File: src/rtl/sets_pkg.sv
`timescale 1ns / 1ps

package sets_pkg;

  // Sample and register widths
  localparam int SAMPLE_W = 16;
  localparam int COL_W    = 10;
  localparam int ROW_W    = 8;
  localparam int CFG_W    = 16;
  localparam int IDX_W    = 3;
  localparam int CNT_W    = 4;

  localparam logic signed [SAMPLE_W-1:0] SAMPLE_MAX = 16'sh7FFF;
  localparam logic signed [SAMPLE_W-1:0] SAMPLE_MIN = -16'sh8000;

  // Register indexes on the configuration port
  localparam logic [IDX_W-1:0] REG_INNER_WIDTH     = 3'd0;
  localparam logic [IDX_W-1:0] REG_INNER_HEIGHT    = 3'd1;
  localparam logic [IDX_W-1:0] REG_DECIMATION      = 3'd2;
  localparam logic [IDX_W-1:0] REG_TRIGGER_LEVEL   = 3'd3;
  localparam logic [IDX_W-1:0] REG_TRIGGER_FALLING = 3'd4;

  // Register reset values
  localparam logic [COL_W-1:0]           WIDTH_RESET  = 10'd78;
  localparam logic [ROW_W-1:0]           HEIGHT_RESET = 8'd22;
  localparam logic [SAMPLE_W-1:0]        DECIM_RESET  = 16'd1;
  localparam logic signed [SAMPLE_W-1:0] LEVEL_RESET  = 16'sd0;

  // One plotted point on its way to the row mapping stage
  typedef struct packed {
    logic [COL_W-1:0]           column;
    logic signed [SAMPLE_W-1:0] sample;
    logic signed [SAMPLE_W-1:0] sample_before;
    logic                       draw_span;
    logic                       restarted;
  } plot_t;

  // Result of the remainder unit
  typedef struct packed {
    logic                done;
    logic [SAMPLE_W-1:0] value;
  } rem_res_t;

endpackage

File: src/rtl/scope_edge_trigger_sweep.sv
`timescale 1ns / 1ps

// Oscilloscope edge-trigger sweep. Takes one signed 16-bit sample per
// transaction and, once per plotted sample, gives the sweep column and the
// screen rows of the current and previous samples. A new sample is taken
// every cycle while in_stall is low; the edge that accepts a sample loads
// the decision (plot stage) register, and the row mapping then loads the
// output register once the output is not stalled. Samples that are skipped by
// decimation or arrive while waiting for a trigger give no result. A write to
// the decimation register stalls the input through the write cycle, a
// bit-serial unit recomputing the phase remainder, and the load of the new
// remainder; no other write causes a stall. The user must write configuration
// only while the block is idle; the block itself does not enforce it.
module scope_edge_trigger_sweep (
  input  logic                                 clk,
  input  logic                                 rst,
  input  logic                                 cfg_write,
  input  logic [sets_pkg::IDX_W-1:0]           cfg_index,
  input  logic [sets_pkg::CFG_W-1:0]           cfg_data,
  input  logic                                 in_valid,
  output logic                                 in_stall,
  input  logic signed [sets_pkg::SAMPLE_W-1:0] sample,
  output logic                                 out_valid,
  input  logic                                 out_stall,
  output logic [sets_pkg::COL_W-1:0]           column,
  output logic [sets_pkg::ROW_W-1:0]           row_now,
  output logic [sets_pkg::ROW_W-1:0]           row_before,
  output logic                                 draw_span,
  output logic                                 restarted
);

  logic [sets_pkg::COL_W-1:0]           inner_width;
  logic [sets_pkg::ROW_W-1:0]           inner_height;
  logic [sets_pkg::SAMPLE_W-1:0]        decimation;
  logic signed [sets_pkg::SAMPLE_W-1:0] trigger_level;
  logic                                 trigger_falling;

  logic [sets_pkg::SAMPLE_W-1:0] divisor;
  logic [sets_pkg::SAMPLE_W-1:0] phase;
  logic                          dec_write;
  logic                          rem_busy;
  sets_pkg::rem_res_t            rem_res;
  logic                          advance;
  logic                          accept;
  logic                          plot_valid;
  sets_pkg::plot_t               plot;
  logic [sets_pkg::ROW_W-1:0]    row_now_next;
  logic [sets_pkg::ROW_W-1:0]    row_before_next;

  // Configuration registers
  always_ff @(posedge clk) begin
    if (rst) begin
      inner_width     <= sets_pkg::WIDTH_RESET;
      inner_height    <= sets_pkg::HEIGHT_RESET;
      decimation      <= sets_pkg::DECIM_RESET;
      trigger_level   <= sets_pkg::LEVEL_RESET;
      trigger_falling <= 1'b0;
    end else if (cfg_write) begin
      case (cfg_index)
        sets_pkg::REG_INNER_WIDTH:     inner_width     <= cfg_data[sets_pkg::COL_W-1:0];
        sets_pkg::REG_INNER_HEIGHT:    inner_height    <= cfg_data[sets_pkg::ROW_W-1:0];
        sets_pkg::REG_DECIMATION:      decimation      <= cfg_data;
        sets_pkg::REG_TRIGGER_LEVEL:   trigger_level   <= cfg_data;
        sets_pkg::REG_TRIGGER_FALLING: trigger_falling <= cfg_data[0];
        default: ;
      endcase
    end
  end

  // Zero decimation plots every sample
  assign divisor   = (decimation == '0) ? sets_pkg::SAMPLE_W'(1) : decimation;
  assign dec_write = cfg_write && (cfg_index == sets_pkg::REG_DECIMATION);

  // Handshake; hold input until the new remainder is loaded
  assign advance  = !out_valid || !out_stall;
  assign in_stall = (plot_valid && !advance) || !advance || rem_busy || dec_write ||
                    rem_res.done;
  assign accept   = in_valid && !in_stall;

  sets_rem_unit u_rem (
    .clk     (clk),
    .rst     (rst),
    .start   (dec_write),
    .phase   (phase),
    .divisor (divisor),
    .busy    (rem_busy),
    .res     (rem_res)
  );

  sets_sweep_ctrl u_ctrl (
    .clk             (clk),
    .rst             (rst),
    .accept          (accept),
    .advance         (advance),
    .sample          (sample),
    .inner_width     (inner_width),
    .divisor         (divisor),
    .trigger_level   (trigger_level),
    .trigger_falling (trigger_falling),
    .rem_res         (rem_res),
    .phase           (phase),
    .plot_valid      (plot_valid),
    .plot            (plot)
  );

  sets_row_map u_row_now (
    .sample (plot.sample),
    .height (inner_height),
    .row    (row_now_next)
  );

  sets_row_map u_row_before (
    .sample (plot.sample_before),
    .height (inner_height),
    .row    (row_before_next)
  );

  // Output register
  always_ff @(posedge clk) begin
    if (rst) begin
      out_valid <= 1'b0;
    end else if (advance) begin
      out_valid <= plot_valid;
    end
  end

  always_ff @(posedge clk) begin
    if (advance && plot_valid) begin
      column     <= plot.column;
      row_now    <= row_now_next;
      row_before <= row_before_next;
      draw_span  <= plot.draw_span;
      restarted  <= plot.restarted;
    end
  end

`ifndef SYNTH
  // A restart always plots at the left edge
  a_restart_col0: assert property (@(posedge clk) disable iff (rst)
    out_valid && restarted |-> column == '0)
    else $error("restart result not at column 0");

  // Span flag follows the column
  a_span_col: assert property (@(posedge clk) disable iff (rst)
    out_valid |-> draw_span == (column != '0))
    else $error("draw_span does not match column");

  // Rows stay on screen
  a_row_range: assert property (@(posedge clk) disable iff (rst)
    out_valid |-> row_now <= inner_height && row_before <= inner_height)
    else $error("row beyond inner_height");

  // Column stays inside the sweep
  a_col_range: assert property (@(posedge clk) disable iff (rst)
    out_valid |-> column < inner_width)
    else $error("column beyond sweep width");

  // No sample taken while the remainder is recomputed
  a_rem_hold: assert property (@(posedge clk) disable iff (rst)
    rem_busy |-> !accept && $stable(phase))
    else $error("sample accepted during remainder update");
`endif

endmodule

File: src/rtl/sets_rem_unit.sv
`timescale 1ns / 1ps

// Bit-serial remainder of the phase counter by the decimation divisor.
// Runs once after each decimation write, one quotient bit per cycle.
module sets_rem_unit (
  input  logic                            clk,
  input  logic                            rst,
  input  logic                            start,
  input  logic [sets_pkg::SAMPLE_W-1:0]   phase,
  input  logic [sets_pkg::SAMPLE_W-1:0]   divisor,
  output logic                            busy,
  output sets_pkg::rem_res_t              res
);

  logic [sets_pkg::CNT_W-1:0]    cnt;
  logic [sets_pkg::SAMPLE_W-1:0] acc;
  logic [sets_pkg::SAMPLE_W:0]   trial;
  logic [sets_pkg::SAMPLE_W-1:0] acc_next;
  logic                          rem_done;
  logic [sets_pkg::SAMPLE_W-1:0] rem_value;

  // One restoring step: shift in the next phase bit, subtract if it fits
  always_comb begin
    trial = {acc, phase[cnt]};
    if (trial >= {1'b0, divisor}) begin
      acc_next = sets_pkg::SAMPLE_W'(trial - {1'b0, divisor});
    end else begin
      acc_next = trial[sets_pkg::SAMPLE_W-1:0];
    end
  end

  always_ff @(posedge clk) begin
    if (rst) begin
      busy     <= 1'b0;
      cnt      <= '0;
      rem_done <= 1'b0;
    end else begin
      rem_done <= 1'b0;
      if (start) begin
        busy <= 1'b1;
        cnt  <= '1;
      end else if (busy) begin
        cnt <= cnt - 1'b1;
        if (cnt == '0) begin
          busy     <= 1'b0;
          rem_done <= 1'b1;
        end
      end
    end
  end

  // Datapath
  always_ff @(posedge clk) begin
    if (start) begin
      acc <= '0;
    end else if (busy) begin
      acc <= acc_next;
      if (cnt == '0) begin
        rem_value <= acc_next;
      end
    end
  end

  assign res = {rem_done, rem_value};

endmodule

File: src/rtl/sets_row_map.sv
`timescale 1ns / 1ps

// Maps a sample onto a screen row: H - ceil((s + 32767) * H / 65535).
// Division by 65535 uses 2^16 - 1: quotient from the high bits, then a
// single correction compare.
module sets_row_map (
  input  logic signed [sets_pkg::SAMPLE_W-1:0] sample,
  input  logic [sets_pkg::ROW_W-1:0]           height,
  output logic [sets_pkg::ROW_W-1:0]           row
);

  localparam int PROD_W = sets_pkg::SAMPLE_W + sets_pkg::ROW_W;

  logic [sets_pkg::SAMPLE_W-1:0] biased;
  logic [PROD_W-1:0]             prod;
  logic [PROD_W-1:0]             rounded;
  logic [sets_pkg::ROW_W-1:0]    q_est;
  logic [sets_pkg::SAMPLE_W:0]   r_est;
  logic [sets_pkg::ROW_W-1:0]    q;

  always_comb begin
    biased  = sample + sets_pkg::SAMPLE_MAX;
    prod    = PROD_W'(biased) * PROD_W'(height);
    rounded = prod + PROD_W'(17'd65534);
    q_est   = rounded[PROD_W-1:sets_pkg::SAMPLE_W];
    r_est   = {1'b0, rounded[sets_pkg::SAMPLE_W-1:0]} + (sets_pkg::SAMPLE_W+1)'(q_est);
    q       = q_est + ((r_est >= 17'd65535) ? 8'd1 : 8'd0);
    // Lowest sample sits below the scale and lands on the bottom row
    if (sample == sets_pkg::SAMPLE_MIN) begin
      row = height;
    end else begin
      row = height - q;
    end
  end

endmodule

File: src/rtl/sets_sweep_ctrl.sv
`timescale 1ns / 1ps

// Sweep state: decimation phase, its remainder, column and last sample.
// Decides per accepted transaction whether it triggers and whether it plots.
module sets_sweep_ctrl (
  input  logic                                clk,
  input  logic                                rst,
  input  logic                                accept,
  input  logic                                advance,
  input  logic signed [sets_pkg::SAMPLE_W-1:0] sample,
  input  logic [sets_pkg::COL_W-1:0]          inner_width,
  input  logic [sets_pkg::SAMPLE_W-1:0]       divisor,
  input  logic signed [sets_pkg::SAMPLE_W-1:0] trigger_level,
  input  logic                                trigger_falling,
  input  sets_pkg::rem_res_t                  rem_res,
  output logic [sets_pkg::SAMPLE_W-1:0]       phase,
  output logic                                plot_valid,
  output sets_pkg::plot_t                     plot
);

  logic [sets_pkg::SAMPLE_W-1:0]        rem;
  logic [sets_pkg::COL_W-1:0]           sweep_column;
  logic signed [sets_pkg::SAMPLE_W-1:0] last_sample;

  logic                          full;
  logic                          crossed;
  logic                          hit;
  logic                          still_full;
  logic                          do_plot;
  logic [sets_pkg::SAMPLE_W-1:0] phase_inc;
  logic [sets_pkg::SAMPLE_W:0]   rem_plus;
  logic [sets_pkg::SAMPLE_W-1:0] rem_inc;
  logic [sets_pkg::COL_W-1:0]    col_eff;
  logic [sets_pkg::SAMPLE_W-1:0] phase_next;
  logic [sets_pkg::SAMPLE_W-1:0] rem_next;
  logic [sets_pkg::COL_W-1:0]    sweep_column_next;

  // Trigger test and plot decision
  always_comb begin
    full = sweep_column >= inner_width;
    if (trigger_falling) begin
      crossed = (last_sample > sample) && (last_sample > trigger_level) &&
                (sample < trigger_level);
    end else begin
      crossed = (last_sample < sample) && (last_sample < trigger_level) &&
                (sample > trigger_level);
    end
    hit = full && crossed;

    phase_inc = phase + 1'b1;
    rem_plus  = {1'b0, rem} + 1'b1;
    if (phase_inc == '0 || rem_plus == {1'b0, divisor}) begin
      rem_inc = '0;
    end else begin
      rem_inc = rem_plus[sets_pkg::SAMPLE_W-1:0];
    end

    col_eff    = hit ? '0 : sweep_column;
    phase_next = hit ? '0 : phase_inc;
    rem_next   = hit ? '0 : rem_inc;
    still_full = col_eff >= inner_width;
    do_plot    = !still_full && (rem_next == '0);
    sweep_column_next = do_plot ? col_eff + 1'b1 : col_eff;
  end

  // Sweep state
  always_ff @(posedge clk) begin
    if (rst) begin
      phase        <= '0;
      rem          <= '0;
      sweep_column <= '0;
      last_sample  <= sets_pkg::SAMPLE_MIN;
    end else if (accept) begin
      phase        <= phase_next;
      rem          <= rem_next;
      sweep_column <= sweep_column_next;
      if (still_full || do_plot) begin
        last_sample <= sample;
      end
    end else if (rem_res.done) begin
      rem <= rem_res.value;
    end
  end

  // Plot stage register
  always_ff @(posedge clk) begin
    if (rst) begin
      plot_valid <= 1'b0;
    end else if (advance) begin
      plot_valid <= accept && do_plot;
    end
  end

  always_ff @(posedge clk) begin
    if (advance && accept) begin
      plot.column        <= col_eff;
      plot.sample        <= sample;
      plot.sample_before <= last_sample;
      plot.draw_span     <= col_eff != '0;
      plot.restarted     <= hit;
    end
  end

endmodule
File: config.mk
export PLATFORM = sky130hd
export DESIGN_NAME = scope_edge_trigger_sweep
export DESIGN_NICKNAME = d
export VERILOG_FILES = /design/src/rtl/sets_pkg.sv /design/src/rtl/scope_edge_trigger_sweep.sv /design/src/rtl/sets_rem_unit.sv /design/src/rtl/sets_row_map.sv /design/src/rtl/sets_sweep_ctrl.sv
export SDC_FILE = /design/constraint.sdc
export NUM_CORES = 1
export LEC_CHECK = 0
export BUFFER_PORTS_ARGS = -buffer_cell sky130_fd_sc_hd__buf_2
export CORE_UTILIZATION = 40
export CTS_BUF_LIST = sky130_fd_sc_hd__clkbuf_16
export CTS_CLUSTER_DIAMETER = 100
export DETAILED_ROUTE_END_ITERATION = 7
export HOLD_SLACK_MARGIN = 0.02
export PLACE_DENSITY = 0.6
export SYNTH_ARGS = -nofsm -noshare
export SYNTH_HDL_FRONTEND = slang
export SYNTH_SLANG_ARGS = --single-unit
File: constraint.sdc
create_clock -name clk -period 10.74 [get_ports clk]
set_input_delay 0 -clock clk [delete_from_list [all_inputs] [get_ports clk]]
set_output_delay 0 -clock clk [all_outputs]
set_load 0.1 [all_outputs]
==> summary by stage, run 1 <==
Power and ir drop
The cell area power density is 288 nW/µm². The design draws 7.46 mW. The peak supply drop is 0.277 mV. The leakage dissipation is 11.8 nW.

Routing
For this run, the detailed router's first-pass iteration total came to 6. Once detail routing completed, the nets flagged for antenna violations numbered 0. Dividing the detail-routed wire length by the instance count gives 17.0 µm. The total wire length is 59800 µm. The routed via count is 18600.

In the routed design, unresolved DRC markers number 0. Dividing the detail-routed via count by the number of cells gives 5.27. The first-iteration detailed-routing DRC count is 1094.

Worst hold path
The min-delay analysis places its worst path in the category in2reg.

Timing
The final hold violation count came to 0. The normalized max-slew margin is 32.3%. The measured slew at the worst slew-check pin is 1.01 ns.

The post-route clock skew is 0.0302 ns. The number of slew-limit violations in the final report is 0. The routed design could run at a clock period as short as 10.29 ns. Timing would allow up to 97.2 MHz. The total of endpoints with negative setup slack in the final report is 0.

The share of the cycle needed by the critical path after routing is 95.8%.

Floorplan
The vertical die dimension is 238 µm. The number of core rows is 86. The die is 238 µm wide. 70 I/O pins were placed. The core region is 55200 µm². Once the floorplan was initialized, standard cells occupied 40.5% of the core.

The die outline area is 56900 µm².

Synth
The flip-flop cell with the highest count after synthesis is sky130_fd_sc_hd__dfxtp_1. The flip-flop and latch count after synthesis is 221. During synthesis, Yosys emitted a total of 0 warnings. By area the synthesized netlist is led by sky130_fd_sc_hd__fa_1 (17%), sky130_fd_sc_hd__ha_1 (13%), sky130_fd_sc_hd__dfxtp_1 (12%), sky130_fd_sc_hd__edfxtp_1 (12%), sky130_fd_sc_hd__inv_1 (6.7%). The netlist uses 95 different library cells. The cell count after synthesis is 2596. The cell type contributing the most total cell area after synthesis is sky130_fd_sc_hd__fa_1. The area share of the largest cell type after synthesis is 16.7%. The netlist area before placement is 22400 µm².

The synthesized area per cell is 8.62 µm². The number of nets handed over by synthesis was 3050. The share of synthesized flip-flops with an asynchronous set or reset is 0%. The number of enable flip-flop cells after synthesis is 88. The sequential area share after synthesis is 23.7%.

Place
The HPWL reported at the end of detailed placement is 46400 µm. The instance count after placement with tap cells included is 3405. Routability-driven placement finished with a final weighted congestion of 0.925. The placed instances occupy a cell area of 23900 µm². The number of buffers added on ports is 69.

Global route
The number of global-route vias before repair is 18900. The first global-routing pass estimated 96600 µm of wire. The number of antenna violations at the first check in global routing came to 1.

The final global-route overflow total is 0. Entering global routing, the biggest net connects 81 pins. The global routing usage summed across all routing layers is 21.0%.

Setup path
The kind of launch point of the worst setup path is a flip-flop. The worst register-to-register path has a setup slack of 0.45 ns. For this run, the slowest stage of the critical path takes 0.53 ns. The required time at the endpoint of the critical path is 11.13 ns. The type of the worst setup path is reg2reg.

The slowest stage of the critical path belongs to the cell sky130_fd_sc_hd__fa_1. The maximum fanout along the worst path is 7. The worst endpoint data arrival time is 10.68 ns. The cell seen most often among critical-path stages is sky130_fd_sc_hd__buf_4. STA classifies the critical path endpoint as a flip-flop.

Clocking
In this run the clock root is driven by a sky130_fd_sc_hd__clkbuf_16. Clock-pin slew was measured on the worst setup and hold paths at 0.06 ns. CTS built an H-tree with a depth of 1. The number of sinks on the clock net is 221.

The longest clock path from root to sink contains 3 buffers. TritonCTS built the clock tree. The CTS buffer count is 25. For the worst-skew pair, the clock arrives at the later sink with an insertion delay of 0.57 ns.

Layout
Summing all non-filler instances in the final layout gives an area of 25900 µm². The count of placed standard cells in the final layout, fillers left out is 3518. The post-route netlist has 12.6% of its cells at a drive strength greater than 1. Relative to the synthesized area, the layout overhead comes to 15.7%. The number of nets in the layout is 3204.

Outcome
The flow ran to the end, and the final reports show no timing, DRC or antenna violations.

Flow run
The max-capacitance violation count is 0.
[metal layers]
metal | vias up | global-route usage (%) | share of wire, %
li1 | 8964 | - | -
met1 | 9035 | 26.3 | 43
met2 | 443 | 37.1 | 49
met3 | 111 | 2.56 | 4.4
met4 | 0 | 7.48 | 3.3
met5 | - | 0 | 0
[layout by cell type (no fill, tap or decap), types with 11 or more instances in the layout]
cell type / count
sky130_fd_sc_hd__a211oi_1: 11
sky130_fd_sc_hd__a21o_1: 28
sky130_fd_sc_hd__a21oi_1: 144
sky130_fd_sc_hd__a21oi_2: 12
sky130_fd_sc_hd__a31oi_1: 19
sky130_fd_sc_hd__and2_1: 77
sky130_fd_sc_hd__and3_1: 17
sky130_fd_sc_hd__buf_2: 68
sky130_fd_sc_hd__buf_4: 107
sky130_fd_sc_hd__clkbuf_16: 26
sky130_fd_sc_hd__dfxtp_1: 133
sky130_fd_sc_hd__dlygate4sd3_1: 42
sky130_fd_sc_hd__edfxtp_1: 88
sky130_fd_sc_hd__fa_1: 183
sky130_fd_sc_hd__ha_1: 216
sky130_fd_sc_hd__inv_1: 401
sky130_fd_sc_hd__mux2_2: 12
sky130_fd_sc_hd__mux2i_1: 36
sky130_fd_sc_hd__nand2_1: 335
sky130_fd_sc_hd__nand2b_1: 22
sky130_fd_sc_hd__nand3_1: 53
sky130_fd_sc_hd__nand3b_1: 11
sky130_fd_sc_hd__nand4_1: 25
sky130_fd_sc_hd__nor2_1: 159
sky130_fd_sc_hd__nor2b_1: 20
sky130_fd_sc_hd__nor3_1: 30
sky130_fd_sc_hd__nor4_1: 20
sky130_fd_sc_hd__o211ai_1: 15
sky130_fd_sc_hd__o21a_1: 14
sky130_fd_sc_hd__o21ai_0: 79
sky130_fd_sc_hd__o21bai_1: 12
sky130_fd_sc_hd__or3_1: 11
sky130_fd_sc_hd__xnor2_1: 65
sky130_fd_sc_hd__xor2_1: 48
[Yosys cell counts, types with 10 or more instances]
cell	number
sky130_fd_sc_hd__nor4_1	21
sky130_fd_sc_hd__nand4_1	25
sky130_fd_sc_hd__inv_1	400
sky130_fd_sc_hd__nand2b_1	25
sky130_fd_sc_hd__o21bai_1	12
sky130_fd_sc_hd__and3_1	17
sky130_fd_sc_hd__o21ai_0	86
sky130_fd_sc_hd__a21oi_1	157
sky130_fd_sc_hd__a21o_1	28
sky130_fd_sc_hd__o31ai_1	10
sky130_fd_sc_hd__nand3b_1	11
sky130_fd_sc_hd__ha_1	227
sky130_fd_sc_hd__mux2_2	12
sky130_fd_sc_hd__xnor2_1	76
sky130_fd_sc_hd__o211ai_1	15
sky130_fd_sc_hd__a31oi_1	22
sky130_fd_sc_hd__or3_1	15
sky130_fd_sc_hd__edfxtp_1	88
sky130_fd_sc_hd__a211oi_1	11
sky130_fd_sc_hd__fa_1	187
sky130_fd_sc_hd__o21a_1	14
sky130_fd_sc_hd__nor2b_1	20
sky130_fd_sc_hd__mux2i_1	36
sky130_fd_sc_hd__and2_1	78
sky130_fd_sc_hd__nor3_1	40
sky130_fd_sc_hd__clkbuf_1	67
sky130_fd_sc_hd__nand3_1	53
sky130_fd_sc_hd__nor2_1	162
sky130_fd_sc_hd__xor2_1	53
sky130_fd_sc_hd__nand2_1	338
sky130_fd_sc_hd__dfxtp_1	133
[cell type report]
class                           count  area [µm²]
Antenna cell                        1        2.50
Clock inverter                     20         206
Fill cell                        5301       29300
Multi-Input combinational cell   1881       15700
Clock buffer                       26         651
Timing Repair Buffer              219        1600
Inverter                          402        1510
Sequential cell                   221        5310
Tap cell                          748         936
[logic make-up (layout without fill, tap and decap cells)]
family	count (synthesis)	in the layout	synth area share (%)
AO/OA/AOI/OAI	436	436	12.2
other	0	1	0
adder cells (fa/ha/maj)	414	414	29.4
buffers and inverters	494	667	8.56
flip-flops	221	221	23.7
XOR/XNOR	130	130	5.15
AND/OR/NAND/NOR	849	849	18.3
multiplexers	52	52	2.62
[sequential cells by signal (all words and copies together), names as in the netlist, 10 cells and up]
signal and cells:
u_ctrl.phase 16, u_ctrl.rem 16, inner_width 10, u_rem.acc 16
u_ctrl.last_sample 16, trigger_level 16, u_ctrl.sweep_column 10, decimation 16
u_rem.rem_value 16, u_ctrl.plot 44, column 10
[worst max-delay path, delay by kind of cell (launching register included)]
family / cells / cell delay (ns)
AO/OA/AOI/OAI: 11 / 1.90
XOR/XNOR: 4 / 0.57
adder cells (fa/ha/maj): 10 / 3.87
buffers and inverters: 11 / 1.27
flip-flops: 1 / 0.41
AND/OR/NAND/NOR: 12 / 2.08
[timing repair]
action / in CTS / in global routing
endpoints found under the setup margin: 5 / 13
pin swaps: 2 / 49
buffers inserted: 1 / 23
hold buffers: 42 / 0
hold endpoints to repair: 88 / 0
gates resized for setup: 15 / 88
[per-stage QoR]
stage | util (%) | setup slack (ns) | TNS (ns) | hold slack, ns
floorplan | - | 0.291 | 0 | 0.0989
global placement | 43.3 | -0.148 | -0.252 | 0.240
detailed placement | 43.3 | -0.353 | -1.18 | 0.247
CTS | 45.8 | 0.0137 | 0 | 0.242
global route | 46.9 | -0.119 | -0.370 | 0.253
finish | 46.9 | 0.453 | 0 | 0.254
[power by group]
part	switching (mW)	internal, mW
registers	0.0722	1.06
logic	3.04	2.41
clock network	0.370	0.518
total	3.48	3.99
[final timing paths]
check / startpoint / cells after the start / to
hold reg to reg: u_ctrl.plot[38] / 0 / column[4]
setup reg to reg: u_ctrl.plot[18] / 48 / row_now[4]
hold / removal: sample[15] / 2 / u_ctrl.plot[33]
setup / recovery: u_ctrl.plot[18] / 48 / row_now[4]
No activity file was read; power rests on OpenSTA's default activity.
==> run 2: changes to the inputs <==
--- a/config.mk
+++ b/config.mk
@@ -6,12 +6,14 @@
 export NUM_CORES = 1
 export LEC_CHECK = 0
 export BUFFER_PORTS_ARGS = -buffer_cell sky130_fd_sc_hd__buf_2
+export CELL_PAD_IN_SITES_DETAIL_PLACEMENT = 0
+export CELL_PAD_IN_SITES_GLOBAL_PLACEMENT = 1
 export CORE_UTILIZATION = 40
 export CTS_BUF_LIST = sky130_fd_sc_hd__clkbuf_16
 export CTS_CLUSTER_DIAMETER = 100
 export DETAILED_ROUTE_END_ITERATION = 7
 export HOLD_SLACK_MARGIN = 0.02
-export PLACE_DENSITY = 0.6
+export PLACE_DENSITY = 0.74
 export SYNTH_ARGS = -nofsm -noshare
 export SYNTH_HDL_FRONTEND = slang
 export SYNTH_SLANG_ARGS = --single-unit
==> summary by stage, run 2 (same netlist as run 1, synthesis figures left out) <==
Timing
The post-layout minimum cycle time came to 10.39 ns (+0.103 ns). The number of slew-limit violations in the final report came to 0 (unchanged). The total negative slack for setup checks came to 0 ns (unchanged).

The fmax is 96.2 MHz (-0.99%). Setup repair after global routing could not meet its margin everywhere. The total of endpoints with negative setup slack in the final report came to 0 (unchanged).

The smallest hold slack is 0.286 ns (+0.0319 ns). The normalized max-slew margin was 31.9% (-0.37 points). The share of the cycle needed by the critical path after routing is 96.7% (+0.96 points). The final hold violation count is 0 (unchanged).

The measured slew at the worst slew-check pin came to 1.02 ns (+0.00972 ns). The post-route clock skew is 0.0223 ns (-0.00787 ns).

Setup path
The cell that appears most often on the critical path is sky130_fd_sc_hd__fa_1. The critical path capture point type is a flip-flop. The worst setup slack for register-to-register paths is 0.35 ns (-0.10 ns). The startpoint of the worst-slack reg-to-reg timing path is u_ctrl.plot[6]. Tracing the worst setup path back leads to its startpoint at u_ctrl.plot[6]. The termination of the worst setup path is row_before[6]. The delay of the slowest cell on the worst path is 0.54 ns (about the same). The sum of buffers and inverters on the critical path is 6 (-5). The worst setup path is launched from a flip-flop. The required time at the endpoint of the critical path is 11.03 ns (-0.10 ns). The number of cell instances on the worst register-to-register path is 44 (-8.3%). In this design, the largest share of critical-path delay is due to adder cells.

The worst endpoint data arrival time came to 10.68 ns (about the same). The maximum fanout along the worst path is 6 (-1). The slowest stage of the critical path belongs to the cell sky130_fd_sc_hd__or4_4. The critical path depth in cells is 44 (-8.3%). The type of the worst setup path is reg2reg.

The reg-to-reg critical path endpoint is row_before[6].

Place
The routability-driven placement congestion ratio is 0.905 (-2.1%). The number of buffers added on ports is 69 (unchanged). The HPWL reported at the end of detailed placement is 47500 µm (+2.3%).

Floorplan
The core area is 55200 µm² (unchanged). The die outline area is 56900 µm² (unchanged). The number of core rows was 86 (unchanged). The count of boundary I/O pins is 70 (unchanged). The die span in x is 238 µm (unchanged). The vertical die dimension came to 238 µm (unchanged).

The effective utilization at floorplan is 40.5% (unchanged).

Clocking
The CTS buffer count is 26 (+4.0%). The clock transition at the registers of the reported paths is 0.06 ns (about the same). The maximum buffer depth of the clock tree is 3 (unchanged).

The clock tree from TritonCTS is done. The clock latency on the worst-skew pair came to 0.56 ns (about the same). The tree is rooted in a sky130_fd_sc_hd__clkbuf_16. The H-tree level count was 1 (unchanged). The number of sinks on the clock net came to 221 (unchanged).

Global route
The global routing usage summed across all routing layers is 21.7% (+0.64 points). The first-pass GRT wire length was 98700 µm (+2.2%). The pin count of the biggest net entering global routing is 90 (+11%). The routing usage on met2 is 37.3% (+0.22 points). The met1 layer usage reported by global route is 28.4% (+2.1 points). The peak-usage layer in the global routing report is met2. The number of global-route vias before repair is 18500 (-1.9%). The fraction of met3 tracks used by global routing is 1.97% (-0.59 points). The final global-route overflow total is 0 (unchanged). The number of antenna violations at the first check in global routing was 2 (+1).

Layout
The number of nets in the layout came to 3214 (+0.31%). The top cell types in the final layout, fill and taps aside, are sky130_fd_sc_hd__inv_1 (396), sky130_fd_sc_hd__nand2_1 (333), sky130_fd_sc_hd__ha_1 (211). Leaving out fill and tap cells, the most frequent cell in the layout is sky130_fd_sc_hd__inv_1. From synthesis to final layout, the design area changed by 16.7%. The flip-flop count of the largest register, all copies and words added is 44 (unchanged). The fraction of final layout cells sized beyond drive strength 1 is 13.6% (+1.1 points). The post-layout utilization of the core is 47.3% (+0.42 points).

The total area of sequential cells is 5310 µm² (unchanged). The total area of multi-input combinational cells is 15800 µm² (+0.61%). Counting flops per register, the top entry is u_ctrl.plot. The number of fill cells is 5311 (+0.19%).

Power and ir drop
The cell area power density is 291 nW/µm² (+0.99%). The peak supply drop was 0.241 mV (-13%). The leakage dissipation is 11.9 nW (+0.59%).

Routing
The total wire length is 61300 µm (+2.5%). The per-cell routed wire length was 17.4 µm (+2.2%). The routed via count came to 18500 (-0.097%). The detail-routed via count per cell is 5.25 (-0.41%). The first-iteration detailed-routing DRC count is 1200 (+9.7%). The final routed DRC violation total is 0 (unchanged). The final antenna-violating net count came to 0 (unchanged). The length of the first detailed-routing pass in iterations is 5 (-1).

Outcome
The flow ran to the end, and the final reports show no timing, DRC or antenna violations.

Worst hold path
The tightest min-delay check is of the in2reg type.

Flow run
The max-capacitance violation count came to 0 (unchanged).
run 2: changes by cell type in the layout (fill, tap and decap cells not counted), sizes merged:
cell and delta:
buf +11, bufinv +1, clkinvlp +4, dlygate4sd3 -2, inv -3
run 2: stage by stage:
| step | instances | total power [mW] | setup WS, ns | instance area (µm²) |
|---|---|---|---|---|
| floorplan | 2596 | 4.82 | 0.291 | 22400 |
| global placement | 3408 | 5.95 | 0.0364 | 24000 |
| detailed placement | 3408 | 6.06 | -0.201 | 24000 |
| CTS | 3497 | 7.09 | 0.0268 | 25300 |
| global route | 3529 | 8.33 | -0.193 | 26100 |
| finish | 3529 | 7.61 | 0.350 | 26100 |
run 2: final cells by class:
| type | count | share of cell area (%) |
|---|---|---|
| multi-input combinational | 1881 | 60.4 |
| sequential | 221 | 20.3 |
| timing repair buffer | 228 | 6.54 |
| inverter | 402 | 5.78 |
| tap | 748 | 3.58 |
| clock buffer | 26 | 2.49 |
| clock inverter | 22 | 0.920 |
| antenna | 1 | 0.00958 |
run 2: worst min path at each step:
stage | end | cells past startpoint | slack [ns] | start
2_1_floorplan | u_ctrl.plot[18] | 0 | 0.1 | sample[0]
3_3_place_gp | u_ctrl.plot[25] | 1 | 0.25 | sample[7]
3_5_place_dp | u_ctrl.plot[28] | 1 | 0.24 | sample[10]
4_1_cts | trigger_level[15] | 4 | 0.25 | cfg_data[15]
5_1_grt | decimation[15] | 4 | 0.27 | cfg_data[15]
6_report | u_ctrl.plot[28] | 2 | 0.29 | sample[10]
run 2: what timing repair did:
item,in CTS,in global routing
hold buffers,40,0
gates resized for setup,12,120
cloned,0,0
endpoints found under the setup margin,5,13
pin swaps,2,91
setup buffers,1,31
endpoints found under the hold margin,88,0
run 2: report_power, final:
group / total (mW) / leakage (nW) / internal [mW] / switching [mW]
Sequential: 1.14 / 1.92 / 1.06 / 0.0760
Clock: 0.918 / 0.431 / 0.542 / 0.376
Combinational: 5.55 / 9.56 / 2.47 / 3.08
run 2: routing by layer:
metal / wire length (µm) / vias up
met5: 13 / -
met3: 2410 / 94
met1: 27100 / 9060
li1: - / 8969
met4: 1910 / 2
met2: 29900 / 410
==> run 3: changes to the inputs <==
--- a/config.mk
+++ b/config.mk
@@ -13,7 +13,7 @@
 export CTS_CLUSTER_DIAMETER = 100
 export DETAILED_ROUTE_END_ITERATION = 7
 export HOLD_SLACK_MARGIN = 0.02
-export PLACE_DENSITY = 0.74
+export PLACE_DENSITY = 0.7
 export SYNTH_ARGS = -nofsm -noshare
 export SYNTH_HDL_FRONTEND = slang
 export SYNTH_SLANG_ARGS = --single-unit
==> summary by stage, run 3 (same netlist as run 1, synthesis figures left out) <==
Flow run
The max-capacitance violation count was 0 (unchanged).

Routing
The routed via count is 18400 (-0.49%). The length of the first detailed-routing pass in iterations is 5 (unchanged). The total wire length is 61300 µm (about the same). The detail-routed via count per cell is 5.26 (+0.13%). The first-iteration detailed-routing DRC count was 951 (-21%).

The final antenna-violating net count is 0 (unchanged). The final routed DRC violation total is 0 (unchanged). The per-cell routed wire length is 17.5 µm (+0.61%).

Clocking
The clock latency on the worst-skew pair is 0.56 ns (about the same). The clock transition at the registers of the reported paths came to 0.06 ns (about the same). The maximum buffer depth of the clock tree is 3 (unchanged).

The H-tree level count is 1 (unchanged). The number of sinks on the clock net is 221 (unchanged). The clock root buffer is sky130_fd_sc_hd__clkbuf_16. The clock tree from TritonCTS is done. The CTS buffer count came to 25 (-3.8%).

Floorplan
The core area is 55200 µm² (unchanged). The die span in x is 238 µm (unchanged). The effective utilization at floorplan is 40.5% (unchanged). The count of boundary I/O pins was 70 (unchanged). The die outline area was 56900 µm² (unchanged). The vertical die dimension came to 238 µm (unchanged).

The number of core rows is 86 (unchanged).

Global route
The fraction of met3 tracks used by global routing is 1.67% (-0.30 points). The final global-route overflow total is 0 (unchanged). The met1 layer usage reported by global route is 29.5% (+1.1 points). The routing usage on met2 is 37.3% (about the same). The global routing usage summed across all routing layers is 21.9% (+0.24 points). The first-pass GRT wire length was 99400 µm (+0.68%).

The peak-usage layer in the global routing report is met2. The number of global-route vias before repair is 18600 (+0.25%). The number of antenna violations at the first check in global routing was 2 (unchanged).

The pin count of the biggest net entering global routing is 90 (unchanged).

Worst hold path
The depth of the worst hold-timing path came to 4 (+2). The kind of path behind the tightest hold check is in2reg.

Setup path
The worst setup path is launched from a flip-flop. The worst endpoint data arrival time is 10.54 ns (-0.14 ns). The critical path capture point type is a flip-flop. The master of the slowest instance on the critical path is sky130_fd_sc_hd__fa_1. The delay of the slowest cell on the worst path is 0.53 ns (about the same). The type of the worst setup path is reg2reg. The number of cell instances on the worst register-to-register path was 49 (+11%). The required time at the endpoint of the critical path is 11.02 ns (about the same). The maximum fanout along the worst path is 6 (unchanged).

Layout
The number of fill cells is 5367 (+1.1%). The top cell types in the final layout, fill and taps aside, are sky130_fd_sc_hd__inv_1 (404), sky130_fd_sc_hd__nand2_1 (334), sky130_fd_sc_hd__ha_1 (221). The number of nets in the layout came to 3190 (-0.75%).

The fraction of final layout cells sized beyond drive strength 1 is 11.7% (-1.9 points). Leaving out fill and tap cells, the most frequent cell in the layout is sky130_fd_sc_hd__inv_1. The post-synthesis to final-layout area growth is 14.8%.

The register with the most flip-flops in the final layout is u_ctrl.plot. The flip-flop count of the largest register, all copies and words added is 44 (unchanged).

Timing
The measured slew at the worst slew-check pin is 1.04 ns (+0.0193 ns). The fmax is 97.5 MHz (+1.3%). The total of endpoints with negative setup slack in the final report is 0 (unchanged). The share of the cycle needed by the critical path after routing is 95.5% (-1.2 points).

The normalized max-slew margin was 30.4% (-1.6 points). Setup repair after global routing could not meet its margin everywhere. The number of slew-limit violations in the final report is 0 (unchanged).

The post-layout minimum cycle time is 10.26 ns (-0.132 ns). The final hold violation count is 0 (unchanged). The post-route clock skew is 0.0301 ns (+0.00785 ns). The smallest hold slack is 0.290 ns (+0.00447 ns).

Place
The HPWL reported at the end of detailed placement is 47400 µm (-0.20%). The routability-driven placement congestion ratio is 0.909 (+0.40%). The number of buffers added on ports came to 69 (unchanged).

Outcome
The flow ran to the end, and the final reports show no timing, DRC or antenna violations.

Power and ir drop
The overall power after layout came to 7.36 mW (-3.2%). The cell area power density was 287 nW/µm² (-1.6%). The leakage dissipation is 11.8 nW (-1.2%). The peak supply drop came to 0.260 mV (+7.9%).
-- run 3: metal layers --
layer	up-vias	wire [µm]
met5	-	0
met4	0	1750
met3	92	2320
met2	411	29600
met1	9012	27600
li1	8929	-
-- run 3: final timing paths --
check / startpoint / endpoint / slack [ns]
worst max-delay path: u_ctrl.plot[3] / row_before[6] / 0.48
worst min-delay path: cfg_data[13] / trigger_level[13] / 0.29
worst max register to register: u_ctrl.plot[3] / row_before[6] / 0.48
worst min register to register: u_ctrl.plot[0] / restarted / 0.42
-- run 3: area by class of cell --
cell class / instances / area, µm² / share of cell area [%]
timing repair buffer: 205 / 1490 / 5.80
clock buffer: 30 / 751 / 2.92
sequential: 221 / 5310 / 20.7
antenna: 4 / 10.0 / 0.0390
multi-input combinational: 1881 / 15600 / 60.7
tap: 748 / 936 / 3.64
clock inverter: 16 / 82.6 / 0.322
inverter: 402 / 1510 / 5.88
-- run 3: through the flow --
stage / instances / TNS, ns / setup WS, ns / instance area [µm²] / utilization (%)
2_1_floorplan: 2596 / 0 / 0.291 / 22400 / -
3_3_place_gp: 3404 / -0.634 / -0.284 / 23900 / 43.3
3_5_place_dp: 3404 / -1.36 / -0.435 / 23900 / 43.3
4_1_cts: 3492 / 0 / 0.00195 / 25200 / 45.7
5_1_grt: 3506 / -0.269 / -0.153 / 25700 / 46.5
6_report: 3507 / 0 / 0.482 / 25700 / 46.5
-- run 3: critical path, delay by kind of cell, from the launching register on --
| kind | cells | cell delay, ns |
|---|---|---|
| AOI/OAI and AO/OA | 15 | 2.40 |
| xor gates and xnor gates | 3 | 0.38 |
| adders and majority gates | 11 | 4.00 |
| DFF | 1 | 0.44 |
| and+or+nand+nor | 14 | 2.35 |
| buffers and inverters | 6 | 0.39 |
-- run 3: what timing repair did --
item | in CTS | in global routing
hold buffers | 40 | 0
setup buffers | 2 | 12
resized for setup | 19 | 75
hold endpoints to repair | 104 | 0
pin swaps | 3 | 35
setup endpoints to repair | 6 | 12
-- run 3: power breakdown --
group	internal, mW	switching, mW	total [mW]
clock	0.497	0.362	0.860
combinational	2.33	3.04	5.37
sequential	1.06	0.0711	1.13
total	3.89	3.47	7.36
